[src/hw/rtl/fpsa_pkg.sv]
// ============================================================================
// fpsa_pkg
// Shared types, codes and sizes for the fit-policy segment allocator.
// ============================================================================
package fpsa_pkg;

    localparam int ADDR_BITS        = 16;
    localparam int FREE_ENTRIES_DEF = 32;
    localparam int USED_ENTRIES_DEF = 32;
    localparam int CFG_DATA_W       = 32;
    localparam int CFG_ADDR_W       = 3;
    localparam int POLICY_W         = 2;

    localparam logic [ADDR_BITS-1:0] POOL_SIZE_RST = 16'd4096;

    // command codes
    localparam logic CMD_ALLOC = 1'b0;
    localparam logic CMD_FREE  = 1'b1;

    // placement rules
    localparam logic [POLICY_W-1:0] POL_FIRST = 2'd0;
    localparam logic [POLICY_W-1:0] POL_BEST  = 2'd1;
    localparam logic [POLICY_W-1:0] POL_WORST = 2'd2;

    // register indexes (paddr[2])
    localparam logic REG_POOL_SIZE  = 1'b0;
    localparam logic REG_FIT_POLICY = 1'b1;

    typedef enum logic [1:0] {
        ST_OK       = 2'd0,
        ST_NO_FIT   = 2'd1,
        ST_BAD_BASE = 2'd2,
        ST_FULL     = 2'd3
    } status_t;

    typedef enum logic [3:0] {
        S_IDLE,
        S_ARD,
        S_ACHK,
        S_ADEC,
        S_FRD,
        S_FCHK,
        S_SRD,
        S_SWR,
        S_RESP
    } seq_state_t;

    typedef struct packed {
        logic [ADDR_BITS-1:0] pool_size;
        logic [POLICY_W-1:0]  fit_policy;
        logic                 pool_wr;
    } cfg_t;

endpackage

[src/hw/rtl/fpsa_if.sv]
// ============================================================================
// fpsa_if
// Valid/ready channels for command beats and result beats.
// ============================================================================
interface fpsa_cmd_if;
    logic                           valid;
    logic                           ready;
    logic                           cmd;
    logic [fpsa_pkg::ADDR_BITS-1:0] req_size;
    logic [fpsa_pkg::ADDR_BITS-1:0] block_addr;

    modport source (output valid, output cmd, output req_size, output block_addr,
                    input ready);
    modport sink   (input valid, input cmd, input req_size, input block_addr,
                    output ready);
endinterface

interface fpsa_rsp_if;
    logic                           valid;
    logic                           ready;
    logic [1:0]                     status;
    logic [fpsa_pkg::ADDR_BITS-1:0] granted_addr;

    modport source (output valid, output status, output granted_addr, input ready);
    modport sink   (input valid, input status, input granted_addr, output ready);
endinterface

[src/hw/rtl/fit_policy_segment_allocator.sv]
// ============================================================================
// fit_policy_segment_allocator
// Segment allocator with first/best/worst fit over a free table and an
// allocated table, each held in a synchronous RAM.
// ============================================================================
//  channel   dir  beat contents                       handshake
//  command   in   cmd, req_size, block_addr           valid/ready
//  result    out  status, granted_addr                valid/ready
//  apb       in   pool_size @0x0, fit_policy @0x4     psel/penable, pready=1
//
//  Search: allocate walks the free table (first fit stops early), free walks
//  the allocated table; a zero request or unused policy code answers with no search.
//  Each table entry is read, then checked or moved, on the RAM port.
//  Reset: no clearing pass; a flag makes free entry 0 read as (0, pool_size)
//  until it is first written. Writing pool_size sets the flag again and resets both table counts.
//  Stalls: a command beat is taken only when the sequencer is idle; a result
//  waits in the output register while the next command is already being worked.
// ============================================================================
module fit_policy_segment_allocator #(
    parameter int FREE_ENTRIES = fpsa_pkg::FREE_ENTRIES_DEF,
    parameter int USED_ENTRIES = fpsa_pkg::USED_ENTRIES_DEF
) (
    input  logic                            clk,
    input  logic                            rst_n,
    fpsa_cmd_if.sink                        command,
    fpsa_rsp_if.source                      result,
    input  logic                            psel,
    input  logic                            penable,
    input  logic                            pwrite,
    input  logic [fpsa_pkg::CFG_ADDR_W-1:0] paddr,
    input  logic [fpsa_pkg::CFG_DATA_W-1:0] pwdata,
    output logic [fpsa_pkg::CFG_DATA_W-1:0] prdata,
    output logic                            pready
);

    localparam int AB  = fpsa_pkg::ADDR_BITS;
    localparam int FIW = (FREE_ENTRIES > 1) ? $clog2(FREE_ENTRIES) : 1;
    localparam int UIW = (USED_ENTRIES > 1) ? $clog2(USED_ENTRIES) : 1;
    localparam int FCW = $clog2(FREE_ENTRIES + 1);
    localparam int UCW = $clog2(USED_ENTRIES + 1);
    localparam logic [FCW-1:0] FMAX = FCW'(FREE_ENTRIES);
    localparam logic [UCW-1:0] UMAX = UCW'(USED_ENTRIES);
    localparam logic [FCW-1:0] FONE = FCW'(1);
    localparam logic [UCW-1:0] UONE = UCW'(1);

    fpsa_pkg::cfg_t cfg;

    fpsa_regs u_regs (
        .clk     (clk),
        .rst_n   (rst_n),
        .psel    (psel),
        .penable (penable),
        .pwrite  (pwrite),
        .paddr   (paddr),
        .pwdata  (pwdata),
        .prdata  (prdata),
        .pready  (pready),
        .cfg     (cfg)
    );

    // sequencer and counters
    fpsa_pkg::seq_state_t state_reg, state_next;
    logic [FCW-1:0] fcnt_reg;
    logic [UCW-1:0] ucnt_reg;
    logic [FCW-1:0] fidx_reg;
    logic [UCW-1:0] uidx_reg;
    logic [UCW-1:0] uidx_p1;
    logic           init_reg;     // free entry 0 still reads as (0, pool_size)
    logic           ch_vld_reg;
    logic           rsp_vld_reg;

    // beat payload
    logic                      cmd_reg;
    logic [AB-1:0]             req_reg;
    logic [AB-1:0]             addr_reg;
    logic [FIW-1:0]            ch_idx_reg;
    logic [AB-1:0]             ch_base_reg;
    logic [AB-1:0]             ch_len_reg;
    fpsa_pkg::status_t         pend_status_reg;
    logic [AB-1:0]             pend_addr_reg;
    fpsa_pkg::status_t         rsp_status_reg;
    logic [AB-1:0]             rsp_addr_reg;

    // RAM ports
    logic            f_rd_en, f_wr_en, u_rd_en, u_wr_en;
    logic [FIW-1:0]  f_rd_addr, f_wr_addr;
    logic [UIW-1:0]  u_rd_addr, u_wr_addr;
    logic [2*AB-1:0] f_wr_data, f_rd_data, u_wr_data, u_rd_data;

    fpsa_ram #(.WIDTH(2*AB), .DEPTH(FREE_ENTRIES), .AW(FIW)) u_free_ram (
        .clk     (clk),
        .wr_en   (f_wr_en),
        .wr_addr (f_wr_addr),
        .wr_data (f_wr_data),
        .rd_en   (f_rd_en),
        .rd_addr (f_rd_addr),
        .rd_data (f_rd_data)
    );

    fpsa_ram #(.WIDTH(2*AB), .DEPTH(USED_ENTRIES), .AW(UIW)) u_used_ram (
        .clk     (clk),
        .wr_en   (u_wr_en),
        .wr_addr (u_wr_addr),
        .wr_data (u_wr_data),
        .rd_en   (u_rd_en),
        .rd_addr (u_rd_addr),
        .rd_data (u_rd_data)
    );

    logic          acc;
    logic          rsp_load;
    logic [AB-1:0] seg_base, seg_len;
    logic          fits, take, u_match, alloc_ok, bad_req;

    assign command.ready = (state_reg == fpsa_pkg::S_IDLE);
    assign acc           = command.valid && command.ready;
    assign uidx_p1       = uidx_reg + UONE;
    assign rsp_load      = (state_reg == fpsa_pkg::S_RESP) && (!rsp_vld_reg || result.ready);
    assign bad_req       = (command.req_size == '0) ||
                           !(cfg.fit_policy inside {fpsa_pkg::POL_FIRST,
                                                    fpsa_pkg::POL_BEST,
                                                    fpsa_pkg::POL_WORST});

    // entry 0 override until its first write after reset or pool resize
    assign seg_base = (init_reg && fidx_reg == '0) ? '0 : f_rd_data[2*AB-1:AB];
    assign seg_len  = (init_reg && fidx_reg == '0) ? cfg.pool_size : f_rd_data[AB-1:0];
    assign fits     = (seg_len >= req_reg);
    assign take     = fits && (!ch_vld_reg ||
                      (cfg.fit_policy == fpsa_pkg::POL_BEST  && seg_len < ch_len_reg) ||
                      (cfg.fit_policy == fpsa_pkg::POL_WORST && seg_len > ch_len_reg));
    assign u_match  = (u_rd_data[2*AB-1:AB] == addr_reg);
    assign alloc_ok = ch_vld_reg && (ucnt_reg != UMAX);

    // next state
    always_comb
    begin
        state_next = state_reg;
        case (state_reg)
            fpsa_pkg::S_IDLE:
            begin
                if (acc)
                begin
                    if (command.cmd == fpsa_pkg::CMD_ALLOC)
                    begin
                        state_next = bad_req ? fpsa_pkg::S_RESP : fpsa_pkg::S_ARD;
                    end
                    else
                    begin
                        state_next = fpsa_pkg::S_FRD;
                    end
                end
            end
            fpsa_pkg::S_ARD:
            begin
                state_next = (fidx_reg == fcnt_reg) ? fpsa_pkg::S_ADEC : fpsa_pkg::S_ACHK;
            end
            fpsa_pkg::S_ACHK:
            begin
                state_next = (fits && cfg.fit_policy == fpsa_pkg::POL_FIRST) ?
                             fpsa_pkg::S_ADEC : fpsa_pkg::S_ARD;
            end
            fpsa_pkg::S_ADEC:
            begin
                state_next = fpsa_pkg::S_RESP;
            end
            fpsa_pkg::S_FRD:
            begin
                state_next = (uidx_reg == ucnt_reg) ? fpsa_pkg::S_RESP : fpsa_pkg::S_FCHK;
            end
            fpsa_pkg::S_FCHK:
            begin
                if (u_match)
                begin
                    state_next = (fcnt_reg == FMAX) ? fpsa_pkg::S_RESP : fpsa_pkg::S_SRD;
                end
                else
                begin
                    state_next = fpsa_pkg::S_FRD;
                end
            end
            fpsa_pkg::S_SRD:
            begin
                state_next = (uidx_p1 == ucnt_reg) ? fpsa_pkg::S_RESP : fpsa_pkg::S_SWR;
            end
            fpsa_pkg::S_SWR:
            begin
                state_next = fpsa_pkg::S_SRD;
            end
            fpsa_pkg::S_RESP:
            begin
                if (rsp_load)
                begin
                    state_next = fpsa_pkg::S_IDLE;
                end
            end
            default:
            begin
                state_next = fpsa_pkg::S_IDLE;
            end
        endcase
    end

    // RAM controls
    always_comb
    begin
        f_rd_en   = 1'b0;
        f_wr_en   = 1'b0;
        u_rd_en   = 1'b0;
        u_wr_en   = 1'b0;
        f_rd_addr = fidx_reg[FIW-1:0];
        f_wr_addr = ch_idx_reg;
        f_wr_data = {ch_base_reg + req_reg, ch_len_reg - req_reg};
        u_rd_addr = uidx_reg[UIW-1:0];
        u_wr_addr = ucnt_reg[UIW-1:0];
        u_wr_data = {ch_base_reg, req_reg};
        case (state_reg)
            fpsa_pkg::S_ARD:
            begin
                f_rd_en = (fidx_reg != fcnt_reg);
            end
            fpsa_pkg::S_ADEC:
            begin
                f_wr_en = alloc_ok;
                u_wr_en = alloc_ok;
            end
            fpsa_pkg::S_FRD:
            begin
                u_rd_en = (uidx_reg != ucnt_reg);
            end
            fpsa_pkg::S_FCHK:
            begin
                // append to the free table
                f_wr_en   = u_match && (fcnt_reg != FMAX);
                f_wr_addr = fcnt_reg[FIW-1:0];
                f_wr_data = u_rd_data;
            end
            fpsa_pkg::S_SRD:
            begin
                u_rd_en   = (uidx_p1 != ucnt_reg);
                u_rd_addr = uidx_p1[UIW-1:0];
            end
            fpsa_pkg::S_SWR:
            begin
                // close the gap: entry i+1 moves down to i
                u_wr_en   = 1'b1;
                u_wr_addr = uidx_reg[UIW-1:0];
                u_wr_data = u_rd_data;
            end
            default:
            begin
                f_rd_en = 1'b0;
            end
        endcase
    end

    // control state
    always_ff @(posedge clk or negedge rst_n)
    begin
        if (!rst_n)
        begin
            state_reg   <= fpsa_pkg::S_IDLE;
            fcnt_reg    <= FONE;
            ucnt_reg    <= '0;
            fidx_reg    <= '0;
            uidx_reg    <= '0;
            init_reg    <= 1'b1;
            ch_vld_reg  <= 1'b0;
            rsp_vld_reg <= 1'b0;
        end
        else
        begin
            state_reg <= state_next;
            if (rsp_load)
            begin
                rsp_vld_reg <= 1'b1;
            end
            else if (result.ready)
            begin
                rsp_vld_reg <= 1'b0;
            end
            case (state_reg)
                fpsa_pkg::S_IDLE:
                begin
                    if (acc)
                    begin
                        fidx_reg   <= '0;
                        uidx_reg   <= '0;
                        ch_vld_reg <= 1'b0;
                    end
                end
                fpsa_pkg::S_ACHK:
                begin
                    if (take)
                    begin
                        ch_vld_reg <= 1'b1;
                    end
                    fidx_reg <= fidx_reg + FONE;
                end
                fpsa_pkg::S_ADEC:
                begin
                    if (alloc_ok)
                    begin
                        ucnt_reg <= ucnt_reg + UONE;
                        if (ch_idx_reg == '0)
                        begin
                            init_reg <= 1'b0;
                        end
                    end
                end
                fpsa_pkg::S_FCHK:
                begin
                    if (u_match)
                    begin
                        if (fcnt_reg != FMAX)
                        begin
                            fcnt_reg <= fcnt_reg + FONE;
                        end
                    end
                    else
                    begin
                        uidx_reg <= uidx_p1;
                    end
                end
                fpsa_pkg::S_SRD:
                begin
                    if (uidx_p1 == ucnt_reg)
                    begin
                        ucnt_reg <= ucnt_reg - UONE;
                    end
                end
                fpsa_pkg::S_SWR:
                begin
                    uidx_reg <= uidx_p1;
                end
                default:
                begin
                    init_reg <= init_reg;
                end
            endcase
            if (cfg.pool_wr)
            begin
                fcnt_reg <= FONE;
                ucnt_reg <= '0;
                init_reg <= 1'b1;
            end
        end
    end

    // payload
    always_ff @(posedge clk)
    begin
        case (state_reg)
            fpsa_pkg::S_IDLE:
            begin
                if (acc)
                begin
                    cmd_reg         <= command.cmd;
                    req_reg         <= command.req_size;
                    addr_reg        <= command.block_addr;
                    pend_status_reg <= fpsa_pkg::ST_NO_FIT;
                    pend_addr_reg   <= '0;
                end
            end
            fpsa_pkg::S_ACHK:
            begin
                if (take)
                begin
                    ch_idx_reg  <= fidx_reg[FIW-1:0];
                    ch_base_reg <= seg_base;
                    ch_len_reg  <= seg_len;
                end
            end
            fpsa_pkg::S_ADEC:
            begin
                if (!ch_vld_reg)
                begin
                    pend_status_reg <= fpsa_pkg::ST_NO_FIT;
                end
                else if (ucnt_reg == UMAX)
                begin
                    pend_status_reg <= fpsa_pkg::ST_FULL;
                end
                else
                begin
                    pend_status_reg <= fpsa_pkg::ST_OK;
                    pend_addr_reg   <= ch_base_reg;
                end
            end
            fpsa_pkg::S_FRD:
            begin
                if (uidx_reg == ucnt_reg)
                begin
                    pend_status_reg <= fpsa_pkg::ST_BAD_BASE;
                end
            end
            fpsa_pkg::S_FCHK:
            begin
                if (u_match)
                begin
                    pend_status_reg <= (fcnt_reg == FMAX) ? fpsa_pkg::ST_FULL : fpsa_pkg::ST_OK;
                end
            end
            fpsa_pkg::S_RESP:
            begin
                if (rsp_load)
                begin
                    rsp_status_reg <= pend_status_reg;
                    rsp_addr_reg   <= (cmd_reg == fpsa_pkg::CMD_ALLOC) ? pend_addr_reg : '0;
                end
            end
            default:
            begin
                pend_addr_reg <= pend_addr_reg;
            end
        endcase
    end

    assign result.valid        = rsp_vld_reg;
    assign result.status       = rsp_status_reg;
    assign result.granted_addr = rsp_addr_reg;

    a_ucnt_range: assert property (@(posedge clk) disable iff (!rst_n)
        ucnt_reg <= UMAX)
        else $error("allocated count beyond table depth");

    a_fcnt_range: assert property (@(posedge clk) disable iff (!rst_n)
        (fcnt_reg != '0) && (fcnt_reg <= FMAX))
        else $error("free count out of range");

    a_pool_reinit: assert property (@(posedge clk) disable iff (!rst_n)
        cfg.pool_wr |=> (fcnt_reg == FONE) && (ucnt_reg == '0) && init_reg)
        else $error("pool write did not reinitialise tables");

    a_rsp_load: assert property (@(posedge clk) disable iff (!rst_n)
        rsp_load |=> rsp_vld_reg && (state_reg == fpsa_pkg::S_IDLE))
        else $error("result not presented after load");

endmodule

[src/hw/rtl/fpsa_ram.sv]
// ============================================================================
// fpsa_ram
// Simple dual-port RAM, one write and one registered read per cycle.
// ============================================================================
module fpsa_ram #(
    parameter int WIDTH = 32,
    parameter int DEPTH = 32,
    parameter int AW    = 5
) (
    input  logic             clk,
    input  logic             wr_en,
    input  logic [AW-1:0]    wr_addr,
    input  logic [WIDTH-1:0] wr_data,
    input  logic             rd_en,
    input  logic [AW-1:0]    rd_addr,
    output logic [WIDTH-1:0] rd_data
);

    logic [WIDTH-1:0] mem [DEPTH];

    always_ff @(posedge clk)
    begin
        if (wr_en)
        begin
            mem[wr_addr] <= wr_data;
        end
    end

    always_ff @(posedge clk)
    begin
        if (rd_en)
        begin
            rd_data <= mem[rd_addr];
        end
    end

endmodule

[src/hw/rtl/fpsa_regs.sv]
// ============================================================================
// fpsa_regs
// APB register file: pool size and fit policy.
// ============================================================================
module fpsa_regs (
    input  logic                            clk,
    input  logic                            rst_n,
    input  logic                            psel,
    input  logic                            penable,
    input  logic                            pwrite,
    input  logic [fpsa_pkg::CFG_ADDR_W-1:0] paddr,
    input  logic [fpsa_pkg::CFG_DATA_W-1:0] pwdata,
    output logic [fpsa_pkg::CFG_DATA_W-1:0] prdata,
    output logic                            pready,
    output fpsa_pkg::cfg_t                  cfg
);

    logic [fpsa_pkg::ADDR_BITS-1:0] pool_reg;
    logic [fpsa_pkg::POLICY_W-1:0]  policy_reg;
    logic                           wr;

    assign pready = 1'b1;
    assign wr     = psel && penable && pwrite;

    always_ff @(posedge clk or negedge rst_n)
    begin
        if (!rst_n)
        begin
            pool_reg   <= fpsa_pkg::POOL_SIZE_RST;
            policy_reg <= fpsa_pkg::POL_FIRST;
        end
        else if (wr)
        begin
            if (paddr[2] == fpsa_pkg::REG_POOL_SIZE)
            begin
                pool_reg <= pwdata[fpsa_pkg::ADDR_BITS-1:0];
            end
            else
            begin
                policy_reg <= pwdata[fpsa_pkg::POLICY_W-1:0];
            end
        end
    end

    always_comb
    begin
        if (paddr[2] == fpsa_pkg::REG_POOL_SIZE)
        begin
            prdata = {{(fpsa_pkg::CFG_DATA_W-fpsa_pkg::ADDR_BITS){1'b0}}, pool_reg};
        end
        else
        begin
            prdata = {{(fpsa_pkg::CFG_DATA_W-fpsa_pkg::POLICY_W){1'b0}}, policy_reg};
        end
    end

    assign cfg.pool_size  = pool_reg;
    assign cfg.fit_policy = policy_reg;
    assign cfg.pool_wr    = wr && (paddr[2] == fpsa_pkg::REG_POOL_SIZE);

endmodule

[src/flat_wrapper.sv]
// flat-port wrapper written by rule: the top's interface ports become plain ports
module fit_policy_segment_allocator_flat 
#(
    parameter int FREE_ENTRIES = fpsa_pkg::FREE_ENTRIES_DEF,
    parameter int USED_ENTRIES = fpsa_pkg::USED_ENTRIES_DEF
)
  (clk, rst_n, psel, penable, pwrite, paddr, pwdata, prdata, pready, command_valid, command_cmd, command_req_size, command_block_addr, command_ready, result_valid, result_status, result_granted_addr, result_ready);
  fpsa_cmd_if command_i ();
  fpsa_rsp_if result_i ();
  input  logic clk;
  input  logic rst_n;
  input  logic psel;
  input  logic penable;
  input  logic pwrite;
  input  logic [fpsa_pkg::CFG_ADDR_W-1:0] paddr;
  input  logic [fpsa_pkg::CFG_DATA_W-1:0] pwdata;
  output logic [fpsa_pkg::CFG_DATA_W-1:0] prdata;
  output logic pready;
  input wire logic [$bits(command_i.valid)-1:0] command_valid;
  input wire logic [$bits(command_i.cmd)-1:0] command_cmd;
  input wire logic [$bits(command_i.req_size)-1:0] command_req_size;
  input wire logic [$bits(command_i.block_addr)-1:0] command_block_addr;
  output wire logic [$bits(command_i.ready)-1:0] command_ready;
  output wire logic [$bits(result_i.valid)-1:0] result_valid;
  output wire logic [$bits(result_i.status)-1:0] result_status;
  output wire logic [$bits(result_i.granted_addr)-1:0] result_granted_addr;
  input wire logic [$bits(result_i.ready)-1:0] result_ready;
  assign command_i.valid = command_valid;
  assign command_i.cmd = command_cmd;
  assign command_i.req_size = command_req_size;
  assign command_i.block_addr = command_block_addr;
  assign command_ready = command_i.ready;
  assign result_valid = result_i.valid;
  assign result_status = result_i.status;
  assign result_granted_addr = result_i.granted_addr;
  assign result_i.ready = result_ready;
  fit_policy_segment_allocator #(.FREE_ENTRIES(FREE_ENTRIES), .USED_ENTRIES(USED_ENTRIES)) u_core (.clk(clk), .rst_n(rst_n), .command(command_i), .result(result_i), .psel(psel), .penable(penable), .pwrite(pwrite), .paddr(paddr), .pwdata(pwdata), .prdata(prdata), .pready(pready));
endmodule
[config.mk]
export PLATFORM = sky130hd
export DESIGN_NAME = fit_policy_segment_allocator_flat
export DESIGN_NICKNAME = d
export VERILOG_FILES = /design/src/hw/rtl/fpsa_pkg.sv /design/src/hw/rtl/fpsa_if.sv /design/src/hw/rtl/fit_policy_segment_allocator.sv /design/src/hw/rtl/fpsa_ram.sv /design/src/hw/rtl/fpsa_regs.sv /design/src/flat_wrapper.sv
export SDC_FILE = /design/constraint.sdc
export NUM_CORES = 2
export LEC_CHECK = 0
export BUFFER_PORTS_ARGS = -buffer_cell sky130_fd_sc_hd__buf_2
export CORE_MARGIN = 4
export CORE_UTILIZATION = 35
export DETAILED_ROUTE_END_ITERATION = 16
export GPL_TIMING_DRIVEN = 0
export PLACE_DENSITY_LB_ADDON = 0.3
export SLEW_MARGIN = 20
export SYNTH_ARGS = -nofsm -noshare
export SYNTH_HDL_FRONTEND = slang
export SYNTH_SLANG_ARGS = --single-unit
[constraint.sdc]
create_clock -name clk -period 6.8 [get_ports clk]
set_clock_uncertainty 0.15 [all_clocks]
set_input_delay 1.36 -clock clk [delete_from_list [all_inputs] [get_ports clk]]
set_output_delay 1.36 -clock clk [all_outputs]
set_load 0.02 [all_outputs]
## After elaboration in Yosys (flattened, before gate mapping)

Memories as Yosys holds them, arrays and structs flattened. A register that Yosys moved wholly into a read port is not among the register bits.
Index checks and enable logic that the tools add are counted.

| storage, ports and cells | value |
|---|---|
| register bits after elaboration | 155 |
| memory bits (writable) | 2,048 |
| output and inout port bits | 53 |
| logic and storage cells | 173 |
| memories | 2 |

Memory list:

| memory | depth | width | rd ports | clocked after Yosys merged registers in | write ports | RTL line | source |
|---|---|---|---|---|---|---|---|
| u_core.u_free_ram.mem | 32 | 32 | 1 | 1 | 1 | fpsa_ram.sv:19 | `logic [WIDTH-1:0] mem [DEPTH];` |
| u_core.u_used_ram.mem | 32 | 32 | 1 | 1 | 1 | fpsa_ram.sv:19 |  |

| operators by class | value |
|---|---|
| add/sub/neg operators | 7 |
| $lt $le $gt $ge | 3 |
| eq/ne operators | 31 |
| multiplexer cells | 58 |
| bitwise gates (word level) | 1 |
| reduce and logical (&&, ||, !) cells | 51 |

Operators by type and width:

| kind | count |
|---|---|
| two-way mux 16 bit | 5 |
| two-way mux 32 bit | 2 |
| two-way mux 6 bit | 9 |
| case mux 4 bit (9 select lines) | 1 |
| two-way mux 4 bit | 8 |
| case mux 16 bit (2 select lines) | 1 |
| adder 6 x 1 -> 6 bit (second input constant) | 4 |
| case mux 6 bit (2 select lines) | 2 |
| equality test 6 bit | 3 |
| inequality test 6 bit | 3 |
| case mux 6 bit (3 select lines) | 1 |
| nonzero test 2 bit | 9 |
| adder 16 bit | 1 |
| equality test 16 bit | 1 |
| equality test 4 x 3 -> 1 bit (second input constant) | 4 |
| greater-or-equal comparator 16 bit | 1 |
| greater-than comparator 16 bit | 1 |
| logical NOT 16 bit | 1 |
| less-than comparator 16 bit | 1 |
| subtractor 16 bit | 1 |
| two-way mux 5 bit | 3 |
| AND reduction 3 bit | 5 |
| two-way mux 1 bit | 14 |
| two-way mux 2 bit | 7 |
| other kinds (25) | 63 |

## Depth between registers and ports, before layout

| depth | value |
|---|---|
| word-level depth | 10 |
| mapped depth | 16 |
| gate-level depth less buffers | 12 |

## Modules after synthesis

A second synthesis with hierarchy kept.

| unflattened totals | value |
|---|---|
| cell total of the unflattened synthesis | 5,508 |
| area total of the unflattened synthesis | 91,901.9 um2 |

Modules (own cells, without submodules):

| module | times used | cells an instance | area each (um2) |
|---|---|---|---|
| fpsa_ram (u_core.u_free_ram) | 1 | 2,260 | 40,812.9 |
| fpsa_ram (u_core.u_used_ram) | 1 | 2,260 | 40,805.4 |
| fit_policy_segment_allocator | 1 | 911 | 9,290.2 |
| fpsa_regs | 1 | 77 | 993.5 |

## Worst setup path after synthesis

OpenSTA, ideal clock, no wires.

| timing path | value |
|---|---|
| kind | register to register |
| from | register u_core.fidx_reg[0] |
| to | register u_core.ch_base_reg[0] (enable) |
| setup time | 441 ps |
| data arrival time | 5,711 ps |
| data required time | 6,209 ps |
| setup slack | 498 ps |
| stages on the path, launching flop included | 17 |
| path buffers | 4 |
| period minus slack after synthesis | 6,302 ps |
| cells stage by stage | dfrtp_1 -> clkbuf_1 -> clkbuf_1 -> buf_1 -> inv_1 -> ha_1 -> nand3b_1 -> clkbuf_1 -> mux2_2 -> ha_1 -> a21o_1 -> a21oi_1 -> o21a_1 -> nor3_1 -> a2111oi_0 -> mux2_2 -> a21boi_1 |

| between the ends | value |
|---|---|
| word-level cells in the longest chain between the ends | 9 |
| elaborated cells on any way between the ends | 12 |
| those cells by class | order compare: 3; mux: 1; reduce/logical: 8 |

Ends and longest elaborated chain:

| what | RTL line | source |
|---|---|---|
| start: declaration | fit_policy_segment_allocator.sv:65 | `logic [FCW-1:0] fidx_reg;` |
| start signal: assignment | fit_policy_segment_allocator.sv:297 | `fidx_reg <= fidx_reg + FONE;` |
| logical NOT 6 bit * | fit_policy_segment_allocator.sv:126 | `assign seg_len = (init_reg && fidx_reg == '0) ? cfg.pool_size : f_rd_data[AB-1:0];` |
| logical AND 1 bit * | fit_policy_segment_allocator.sv:126 |  |
| two-way mux 16 bit * | fit_policy_segment_allocator.sv:126 |  |
| net u_core.seg_len[6] | fit_policy_segment_allocator.sv:112 | `logic [AB-1:0] seg_base, seg_len;` |
| less-than comparator 16 bit | fit_policy_segment_allocator.sv:129 | `(cfg.fit_policy == fpsa_pkg::POL_BEST && seg_len < ch_len_reg) \|\|` |
| logical AND 1 bit | fit_policy_segment_allocator.sv:129 |  |
| logical OR 1 bit | fit_policy_segment_allocator.sv:128 | `assign take = fits && (!ch_vld_reg \|\|` |
| logical OR 1 bit | fit_policy_segment_allocator.sv:129 |  |
| logical AND 1 bit * | fit_policy_segment_allocator.sv:128 |  |
| AND reduction 2 bit (no source line) * | - |  |
| end signal: assignment | fit_policy_segment_allocator.sv:369 | `ch_base_reg <= seg_base;` |
| end: declaration | fit_policy_segment_allocator.sv:77 | `logic [AB-1:0] ch_base_reg;` |

Mark *: on every way through the listed nets, which the timed path passes. The rest lies on a longest branch.
A chain may end at the register's enable or synchronous reset.

## Worst setup path in the final report

| timing path | value |
|---|---|
| from | register u_core.fidx_reg[1] |
| to | register u_core.ch_base_reg[10] (enable) |

Same word-level chain as after synthesis.

==> flow_summary.json <==
{
  "crit_buf_inv": 6,
  "place_area_um2": 108000,
  "status": "completed",
  "top_regs": "u_core.u_free_ram.mem x1024, u_core.u_used_ram.mem x1024",
  "ant_nets": 0,
  "max-vdd-ir-drop_uv": 270,
  "die_w_um": 539,
  "finalWorstSetupSlack_ns": 0.221,
  "comb_power_share_pct": 30.8,
  "syn_avg_cell_area_um2": 19.4,
  "finalCritPeriodShare_pct": 96.7,
  "critPathLaunchType": "flip-flop",
  "grt_pass1_wl_um": 427000,
  "setup_violations": 0,
  "worstSetupPathType": "reg -> reg",
  "yosysWarnings": 0,
  "drive_above_1_share_pct": 29.9,
  "syn_to_final_growth_pct": 17.0,
  "ys_ff_latch": 2267,
  "crit_top_cell": "clkbuf_2",
  "p_int_uw": 30000,
  "syn_inst": 5100,
  "vias": 54608,
  "slowest_delay_ns": 0.60,
  "gp_congestion": 0.921,
  "cts_setup_buffers": 0,
  "min_period_ns": 6.58,
  "drt_pre_antenna_iters": 6,
  "avgViaCountPerCell": 5.74,
  "grt_max_degree": 39,
  "met1Wirelength_um": 116000,
  "io_pins": 128,
  "yosysSeqAreaShare_pct": 68.7,
  "final_area_um2": 116000,
  "syn_area_um2": 98700,
  "synth_cell_types": 72,
  "cp.required_ns": 7.23,
  "core-area_um2": 280000,
  "drv_slew": 0,
  "seq_power_share_pct": 40.6,
  "p_switching_uw": 14000,
  "max_slew_margin_pct": 18.5,
  "clock_power_share_pct": 28.6,
  "fin_hold_ws_ns": 0.181,
  "maxCapViolCount": 0,
  "wl_per_cell_um": 32.1,
  "async_flop_share_pct": 2.16,
  "hold_buffers": 0,
  "end_kind": "flip-flop",
  "cts_root_buf": "clkbuf_16",
  "finalNetCount": 5731,
  "remaining_drc_errors": 0,
  "post-route-util_pct": 41.2,
  "cts_max_level": 4,
  "wl_um": 305000,
  "hpwl_um": 213000,
  "tightestPinTransition_ns": 1.22,
  "sw_frac_of_total_pct": 31.8,
  "critPathTopFamily": "buffers and inverters",
  "grt_usage_pct": 20.5,
  "met3WireLength_um": 25600,
  "power_density_nw_per_um2": 381,
  "cts.sinks": 2267,
  "antenna_found_initial": 14,
  "fmax_ghz": 0.152,
  "wl_met2_um": 150000,
  "cts_tree": "built",
  "grt_overflow": 0,
  "die_height_um": 539,
  "cp_cell_sequence": "clkbuf_1 -> clkbuf_2 -> clkbuf_2 -> inv_1 -> ha_1 -> nand3b_1 -> clkbuf_2 -> mux2_2 -> ha_1 -> a21o_1 -> a21o_1 -> a21oi_1 -> o21ai_0 -> a2111oi_0 -> mux2_2 -> a21boi_4 -> buf_16",
  "min_path_type": "in -> async",
  "top_layer": "met5",
  "path_max_fanout": 21,
  "ys.flop_type": "edfxtp_1",
  "rsz0062_at_grt": "false",
  "hold_viol": 0,
  "clkSlewWorstSetupHoldPaths_ns": 0.07,
  "dp_slack_ns": -0.821,
  "io_buffers": 92,
  "clk_latency_ns": 0.91,
  "cp.arrival_ns": 7.01,
  "cts_max_path_buffers": 4,
  "slowest_stage": "a21boi_4",
  "grt_pass1_vias": 55535,
  "dieArea_um2": 291000,
  "initial_utilization_pct": 35.2,
  "synth_edf_count": 2218,
  "drt_iter0_markers": 6691,
  "cellLeakagePower_uw": 0.0362,
  "cts_buffers": 239,
  "num_rows": 194
}
## power groups by stage
| stage | Clock [uW] | Combinational (uW) | Sequential [uW] |
|---|---|---|---|
| floorplan | 0 | 8430 | 18000 |
| global placement | 0 | 12600 | 18400 |
| detailed placement | 0 | 13500 | 18200 |
| CTS | 12800 | 13600 | 17900 |
| global route | 13400 | 14400 | 17900 |
| finish | 12600 | 13500 | 17900 |
## logic make-up after synthesis
| group | after synthesis | share of synthesized area, % |
|---|---|---|
| muxes | 1118 | 21.3 |
| adders and majority gates | 72 | 0.935 |
| and+or+nand+nor | 749 | 3.62 |
| AOI/OAI and AO/OA | 425 | 2.87 |
| buffers and inverters | 391 | 1.91 |
| xor gates and xnor gates | 76 | 0.674 |
| DFF | 2267 | 68.7 |
| other | 2 | 0.00761 |
## cell usage in the layout, fill, tap and decap left out, types with 40 or more instances in the layout
cell       instances
buf_12            45
buf_2            196
buf_4             49
dfrtp_1           46
ha_1              69
nand2_1          312
nor2_4            64
edfxtp_1        2218
clkinv_1          57
nor2b_1           50
clkbuf_16        240
clkinv_2          44
inv_1             57
clkbuf_1         180
buf_16            80
nor2_1            77
mux2_2           101
mux4_2           765
nand3_1           55
xnor2_1           50
a21oi_1          102
mux2i_1          244
a32oi_1           40
## layer usage
layer / global-route usage, % / vias up
li1: - / 22191
met1: 26.6 / 29172
met2: 34.2 / 2684
met3: 3.92 / 559
met4: 7.96 / 2
met5: 0 / -
## synth_stat cells (51+ instances only)
master    instances  share of area, %
a21oi_1         119              0.60
buf_2           100              0.51
clkbuf_1        139              0.53
edfxtp_1       2218                67
ha_1             69              0.87
inv_1            58              0.22
mux2_2          101               1.2
mux2i_1         244               2.5
mux4_2          765                17
nand2_1         314               1.2
nand3_1          55              0.28
nor2_1          143              0.54
nor2b_1          51              0.32
## per-stage QoR
stage	TNS, ns	total power, uW	std cells
final	0	44000	9511
after global routing	0	45600	9507
after global placement	-1450.23	30900	8931
after detailed placement	-27.33	31700	9069
after CTS	0	44300	9505
after floorplan	0	26400	5115
## final timing paths
check                      depth (start not counted)                      start  slack [ns]                         end
setup / recovery                                  17         u_core.fidx_reg[1]        0.22      u_core.ch_base_reg[10]
hold / removal                                     1                      rst_n        0.18         u_core.result.valid
setup reg to reg                                  17         u_core.fidx_reg[1]        0.22      u_core.ch_base_reg[10]
hold reg to reg                                    0  u_core.pend_status_reg[1]        0.29     u_core.result.status[1]
max in group asynchronous                          2                      rst_n        5.66  u_core.u_regs.pool_reg[12]
min in group clk                                   0  u_core.pend_status_reg[1]        0.29     u_core.result.status[1]
## repair_timing
action | in CTS | in global routing
cloned | 0 | 0
gates resized for setup | 4 | 0
endpoints found under the setup margin | 37 | 21
## cell type report
| class | instances | area, um2 |
|---|---|---|
| clock buffers | 305 | 6320 |
| multi-input cells | 2457 | 30000 |
| plain buffers | 329 | 1680 |
| inverters | 60 | 225 |
| clock inverters | 132 | 1100 |
| flip-flops and latches | 2267 | 67800 |
| well taps | 3724 | 4660 |
| diodes | 7 | 17.5 |
| repair buffers | 230 | 3730 |
| fillers | 24619 | 165000 |
Power figures use the tool's default switching activity.
